===== src/hdl/sdai_pkg.sv =====
// shared types and constants for the signed integer to decimal text unit
// no dependencies

package sdai_pkg;

  localparam int unsigned ValueWidth = 32;
  localparam int unsigned CharWidth  = 6;
  localparam int unsigned NumDigits  = 10;
  localparam int unsigned DigitWidth = 4;
  localparam int unsigned BcdWidth   = NumDigits * DigitWidth;
  localparam int unsigned BitsPerStep = 4;
  localparam int unsigned NumSteps   = ValueWidth / BitsPerStep;
  localparam int unsigned StepCntWidth = $clog2(NumSteps);
  localparam int unsigned PtrWidth   = $clog2(NumDigits);

  localparam logic [CharWidth-1:0] CharZero  = 6'd48;
  localparam logic [CharWidth-1:0] CharMinus = 6'd45;

  typedef struct packed {
    logic load;        // capture value, form magnitude, clear bcd
    logic shift;       // one double-dabble step of several bits
    logic prep;        // locate leading digit, emit sign if negative
    logic emit_digit;  // emit digit at pointer, step pointer down
  } dp_cmd_t;

  typedef struct packed {
    logic ptr_zero;    // pointer sits at the least significant digit
  } dp_status_t;

endpackage


===== src/hdl/signed_int_to_decimal_ascii_unit.sv =====
// signed 32-bit integer to decimal ascii text, one character per valid_o strobe
// the minus sign, if negative, comes first, then the digits most significant first, one per cycle
// busy from acceptance until the last of n = 1..10 digits is issued; a new value is taken only
// when idle; conversion is eight 4-bit double-dabble steps, then a prep step locates the
// leading digit; the receiver cannot stall; reset clears the controller and output strobe
// depends on sdai_pkg, sdai_ctrl, sdai_dp

module signed_int_to_decimal_ascii_unit
  import sdai_pkg::*;
(
  input  logic                  clk_i,
  input  logic                  rst_ni,
  input  logic                  start,
  output logic                  busy,
  input  logic [ValueWidth-1:0] value_i,
  output logic [CharWidth-1:0]  character_o,
  output logic                  last_o,
  output logic                  valid_o
);

  dp_cmd_t    cmd;
  dp_status_t status;

  sdai_ctrl u_ctrl (
    .clk_i    (clk_i),
    .rst_ni   (rst_ni),
    .start    (start),
    .busy     (busy),
    .cmd_o    (cmd),
    .status_i (status)
  );

  sdai_dp u_dp (
    .clk_i       (clk_i),
    .rst_ni      (rst_ni),
    .cmd_i       (cmd),
    .status_o    (status),
    .value_i     (value_i),
    .character_o (character_o),
    .last_o      (last_o),
    .valid_o     (valid_o)
  );

endmodule


===== src/hdl/sdai_ctrl.sv =====
// controller state machine for the signed integer to decimal text unit
// depends on sdai_pkg

module sdai_ctrl
  import sdai_pkg::*;
(
  input  logic       clk_i,
  input  logic       rst_ni,
  input  logic       start,
  output logic       busy,
  output dp_cmd_t    cmd_o,
  input  dp_status_t status_i
);

  typedef enum logic [1:0] {
    StIdle,
    StConv,
    StPrep,
    StDigit
  } state_e;

  state_e                  state_q, state_d;
  logic [StepCntWidth-1:0] cnt_q, cnt_d;

  always_comb begin
    state_d = state_q;
    cnt_d   = cnt_q;
    cmd_o   = '0;
    unique case (state_q)
      StIdle: begin
        if (start) begin
          cmd_o.load = 1'b1;
          cnt_d      = '0;
          state_d    = StConv;
        end
      end
      StConv: begin
        cmd_o.shift = 1'b1;
        cnt_d       = cnt_q + 1'b1;
        if (cnt_q == StepCntWidth'(NumSteps - 1)) begin
          state_d = StPrep;
        end
      end
      StPrep: begin
        cmd_o.prep = 1'b1;
        state_d    = StDigit;
      end
      StDigit: begin
        cmd_o.emit_digit = 1'b1;
        if (status_i.ptr_zero) begin
          state_d = StIdle;
        end
      end
      default: state_d = StIdle;
    endcase
  end

  always_ff @(posedge clk_i or negedge rst_ni) begin
    if (!rst_ni) begin
      state_q <= StIdle;
      cnt_q   <= '0;
    end else begin
      state_q <= state_d;
      cnt_q   <= cnt_d;
    end
  end

  assign busy = (state_q != StIdle);

endmodule


===== src/hdl/sdai_dp.sv =====
// datapath for the signed integer to decimal text unit: magnitude, bcd
// conversion by shift-and-add-3, leading digit pointer, output registers
// depends on sdai_pkg

module sdai_dp
  import sdai_pkg::*;
(
  input  logic                  clk_i,
  input  logic                  rst_ni,
  input  dp_cmd_t               cmd_i,
  output dp_status_t            status_o,
  input  logic [ValueWidth-1:0] value_i,
  output logic [CharWidth-1:0]  character_o,
  output logic                  last_o,
  output logic                  valid_o
);

  logic [ValueWidth-1:0] mag_q, mag_d;
  logic [BcdWidth-1:0]   bcd_q, bcd_d;
  logic [PtrWidth-1:0]   ptr_q, ptr_d;
  logic                  neg_q, neg_d;
  logic [CharWidth-1:0]  char_q, char_d;
  logic                  last_q, last_d;
  logic                  valid_q, valid_d;
  logic [PtrWidth-1:0]   lead_idx;
  logic [DigitWidth-1:0] cur_digit;

  // one bit of double dabble: adjust every digit, then shift in b
  function automatic logic [BcdWidth-1:0] dabble(input logic [BcdWidth-1:0] bcd,
                                                 input logic b);
    logic [BcdWidth-1:0]   adj;
    logic [DigitWidth-1:0] nib;
    for (int d = 0; d < NumDigits; d++) begin
      nib = bcd[d*DigitWidth +: DigitWidth];
      if (nib >= 4'd5) begin
        nib = nib + 4'd3;
      end
      adj[d*DigitWidth +: DigitWidth] = nib;
    end
    return {adj[BcdWidth-2:0], b};
  endfunction

  // highest nonzero digit, zero when all digits are zero
  always_comb begin
    lead_idx = '0;
    for (int d = 0; d < NumDigits; d++) begin
      if (bcd_q[d*DigitWidth +: DigitWidth] != '0) begin
        lead_idx = PtrWidth'(d);
      end
    end
  end

  assign cur_digit = bcd_q[ptr_q*DigitWidth +: DigitWidth];

  always_comb begin
    logic [BcdWidth-1:0] acc;
    mag_d   = mag_q;
    bcd_d   = bcd_q;
    ptr_d   = ptr_q;
    neg_d   = neg_q;
    char_d  = char_q;
    last_d  = last_q;
    valid_d = 1'b0;
    acc     = bcd_q;
    if (cmd_i.load) begin
      neg_d = value_i[ValueWidth-1];
      mag_d = value_i[ValueWidth-1] ? (ValueWidth'(0) - value_i) : value_i;
      bcd_d = '0;
    end
    if (cmd_i.shift) begin
      for (int i = 0; i < BitsPerStep; i++) begin
        acc = dabble(acc, mag_q[ValueWidth-1-i]);
      end
      bcd_d = acc;
      mag_d = mag_q << BitsPerStep;
    end
    if (cmd_i.prep) begin
      ptr_d = lead_idx;
      if (neg_q) begin
        char_d  = CharMinus;
        last_d  = 1'b0;
        valid_d = 1'b1;
      end
    end
    if (cmd_i.emit_digit) begin
      char_d  = CharWidth'(CharZero + {2'b00, cur_digit});
      last_d  = (ptr_q == '0);
      valid_d = 1'b1;
      if (ptr_q != '0) begin
        ptr_d = ptr_q - 1'b1;
      end
    end
  end

  always_ff @(posedge clk_i or negedge rst_ni) begin
    if (!rst_ni) begin
      valid_q <= 1'b0;
    end else begin
      valid_q <= valid_d;
    end
  end

  always_ff @(posedge clk_i) begin
    mag_q  <= mag_d;
    bcd_q  <= bcd_d;
    ptr_q  <= ptr_d;
    neg_q  <= neg_d;
    char_q <= char_d;
    last_q <= last_d;
  end

  assign status_o.ptr_zero = (ptr_q == '0);
  assign character_o       = char_q;
  assign last_o            = last_q;
  assign valid_o           = valid_q;

endmodule

===== config.mk =====
export PLATFORM = sky130hd
export DESIGN_NAME = signed_int_to_decimal_ascii_unit
export DESIGN_NICKNAME = d
export VERILOG_FILES = /design/src/hdl/sdai_pkg.sv /design/src/hdl/signed_int_to_decimal_ascii_unit.sv /design/src/hdl/sdai_ctrl.sv /design/src/hdl/sdai_dp.sv
export SDC_FILE = /design/constraint.sdc
export NUM_CORES = 1
export LEC_CHECK = 0
export BUFFER_PORTS_ARGS = -buffer_cell sky130_fd_sc_hd__buf_2
export CAP_MARGIN = 15
export CORE_MARGIN = 8
export CORE_UTILIZATION = 25
export CTS_CLUSTER_SIZE = 30
export DETAILED_ROUTE_END_ITERATION = 8
export GPL_TIMING_DRIVEN = 0
export PLACE_DENSITY = 0.38
export SETUP_SLACK_MARGIN = 0.15
export SLEW_MARGIN = 20
export SYNTH_ARGS = -nofsm -noshare
export SYNTH_HDL_FRONTEND = slang
export SYNTH_SLANG_ARGS = --single-unit

===== constraint.sdc =====
create_clock -name clk_i -period 3.6 [get_ports clk_i]
set_input_delay 0.72 -clock clk_i [delete_from_list [all_inputs] [get_ports clk_i]]
set_output_delay 0.72 -clock clk_i [all_outputs]
set_load 0.005 [all_outputs]

==> run summary <==
The flow ran to the end, and the final reports show no timing, DRC or antenna violations. The worst register-to-register path begins at u_dp.bcd_q[12]. For the final database, setup skew stands at 0.0133 ns. STA classifies the critical path endpoint as a register. Highest net fanout along the worst path: 5. The data arrival time of the critical path was 3.57 ns. The first global-routing pass estimated 43,100 µm of wire. The commonest cells after synthesis are nand2_1 (105), o21ai_0 (96), a21oi_1 (81).

The number of standard cells after synthesis is 1,042, and the worst setup margin is 0.133 ns. Root buffer selected by CTS: clkbuf_16. Of all flip-flops after synthesis, the portion carrying an async set or reset was 6.74%. Detailed placement ended at an HPWL of 19,800 µm.

For the routability congestion estimate from global placement, the log shows 0.797. The sequential cell area in the final layout was 2560 µm²; the worst hold slack was 0.182 ns. The worst setup path is of the reg -> reg kind. Yosys printed 0 warnings. Counting flops with a built-in enable in the synthesized netlist gives 75. In this run the critical register-to-register path is captured at u_dp.bcd_q[16]. The tools report the register-to-register setup slack as 0.13 ns. The number of DRC markers after the initial detailed-route iteration is 418, and the remaining max-slew budget at the tightest pin is 28.6%.

The post-detailed-route count of antenna-violating nets was 0. The number of antenna diodes in the final layout is 0. Number of nets in the layout: 1,291. The routed layout has 8,567 vias. The most frequent cell after synthesis was nand2_1.

The finished cells cover 11,900 µm². Cells fill 33.9% of the core in the end. The die width was 204 µm; the clock-pin slew reported for the worst setup and hold paths after clock tree synthesis was 0.08 ns.

The period utilization came out at 96.3%. The beginning of the critical path is u_dp.bcd_q[12]. The tools report the number of pins with negative max-slew slack in the final report as 0. The path class of the tightest hold or removal check is in -> async. By area the synthesized netlist is led by edfxtp_1 (26%), ha_1 (6.9%), o21ai_0 (5.4%). Setup repair after global routing could not meet its margin everywhere. The placed instances occupy a cell area of 9640 µm².

Counting along the longest clock path gives a buffer depth of 2. The cell type with the highest aggregate area in the netlist is edfxtp_1. After floorplanning, the core was sized to cover 35,100 µm². Global routing used 12.7% of the available tracks. Dividing the detail-routed via count by the number of cells gives 5.12.

The length of the first detailed-routing pass in iterations is 5. 44 I/O pins were placed. The smallest clock period supported by the final layout is computed as 3.47 ns. The routed design has 27,700 µm of wire.

Counting every sink on the clock net gives 89. Count of final hold-check violations: 0. Once the floorplan was initialized, standard cells occupied 25.1% of the core. The run gives 0 as the final setup violation count.

The number of antenna violations at the first check in global routing is 1. Entering global routing, the biggest net connects 51 pins. The number of I/O port buffers came out at 42. The run gives 3 as the number of H-tree branching levels. In the final layout, the share of cells above drive strength 1 is 36.2%.

Leftover overflow at the end of global routing: 0. Clock tree synthesis inserted a total of 9 buffers. The run gives 90 as the unique cell type count in the Yosys netlist.

The initialized floorplan defines 69 standard-cell rows. Dividing the synthesized area by the synthesized cell count gives 8.47 µm². The type of origin of the critical path was a register. The synthesis-to-layout area growth is 35.1%, and the number of synthesized register bits is 89.

The run gives 7030 µm² as the multi-input logic area. The via count of the first global-routing pass is 8,110, and the slew at the pin closest to its max-slew limit is 1.07 ns. The die covers 41,600 µm².

The total nets after synthesis is 1,126, and the synthesized cell area is 8820 µm². The worst-case reg-to-reg path depth is 15. Across the run, the number of max-cap violations was 0. Clock insertion delay at the later pin of the skew report: 0.36 ns. Summing the sequential cell areas from Yosys gives 29.0% of the chip area. The logs give 0 for the DRC violation count after routing and -0.480 ns for the worst slack at placement.

The vertical die dimension was 204 µm; the post-detailed-route wirelength per cell was 16.6 µm. For this run, the leading register cell type out of synthesis is edfxtp_1. TritonCTS built the clock tree. The logs give 3,673 for the fill cell instance count of the final layout and 3.70 ns for the required time of the critical path. The proportion of netlist area held by the largest area contributor came out at 25.5%. The fmax is 288 MHz.
[how the worst max path moves through the flow]
stage | cells after the start | slack [ns] | endpoint
2_1_floorplan | 15 | 0.15 | u_dp.bcd_q[16]
3_3_place_gp | 15 | -0.47 | u_dp.bcd_q[16]
3_5_place_dp | 15 | -0.48 | u_dp.bcd_q[16]
4_1_cts | 13 | 0.09 | u_dp.bcd_q[16]
5_1_grt | 15 | 0.02 | u_dp.bcd_q[16]
6_report | 15 | 0.13 | u_dp.bcd_q[16]
[critical path, cell delays in order, from the launching register on]
cell	delay [ns]
edfxtp_1	0.52
buf_6	0.18
ha_4	0.16
nor2b_4	0.16
o21ai_4	0.09
or2_4	0.26
ha_4	0.16
o21bai_4	0.16
a211oi_2	0.29
nor2_1	0.12
inv_1	0.12
ha_4	0.17
o21ai_4	0.07
a31oi_4	0.23
a21boi_4	0.21
mux2_4	0.31
[logic make-up (layout without fill, tap and decap cells)]
kind of cell,count (synthesis),count (layout),share of synthesized area (%)
AO/OA/AOI/OAI,386,386,29.5
XOR/XNOR,47,47,5.09
adder cells (fa/ha/maj),49,49,6.95
buffers and inverters,95,265,4.14
flip-flops,89,89,29.0
multiplexers,49,49,6.92
other,1,1,0.0425
AND/OR/NAND/NOR,326,326,18.3
[metrics by stage]
step           std cells  TNS, ns
2_1_floorplan       1042        0
3_3_place_gp        1545    -8.15
3_5_place_dp        1546    -3.80
4_1_cts             1611        0
5_1_grt             1673        0
6_report            1673        0
[final cells by class]
| type | instances | share of cell area [%] |
|---|---|---|
| multi-input cells | 858 | 59.0 |
| flip-flops and latches | 89 | 21.5 |
| repair buffers | 154 | 9.08 |
| well taps | 461 | 4.84 |
| clock buffers | 10 | 2.00 |
| inverters | 59 | 1.86 |
| plain buffers | 36 | 1.24 |
| clock inverters | 6 | 0.483 |
[registers in the layout, summed over array words and instances (netlist names)]
signal / count
u_ctrl.cnt_q: 3
u_ctrl.state_q: 2
u_dp.mag_q: 32
u_dp.neg_q: 1
u_dp.character_o: 5
u_dp.last_o: 1
u_dp.valid_o: 1
u_dp.ptr_q: 4
u_dp.bcd_q: 40
[repair_timing]
action,CTS,global route
hold buffers,0,0
setup endpoints to repair,34,35
setup buffers,49,62
pin swaps,29,89
resized for setup,76,198
[layout by cell type, fill, tap and decap left out, types with 28 or more instances in the layout]
master and count:
buf_4 109, clkbuf_1 28, nand2_1 92, a21oi_2 29
xor2_1 29, inv_2 28, a21oi_1 53, edfxtp_1 75
nor3_1 33, o21ai_0 75, nor2_1 60, inv_1 30
buf_2 46
[per-layer routing]
layer  part of all wire, %  routed length, µm  track usage, %
met1                    49              13600            17.3
met2                    47              13100            21.0
met3                   3.0                835            1.95
met4                  0.84                234            2.23
met5                     0                  0               0
Power is left out: the tool's default activity adds up to more than one toggle a clock period on the data nets, which glitch-free logic cannot reach.
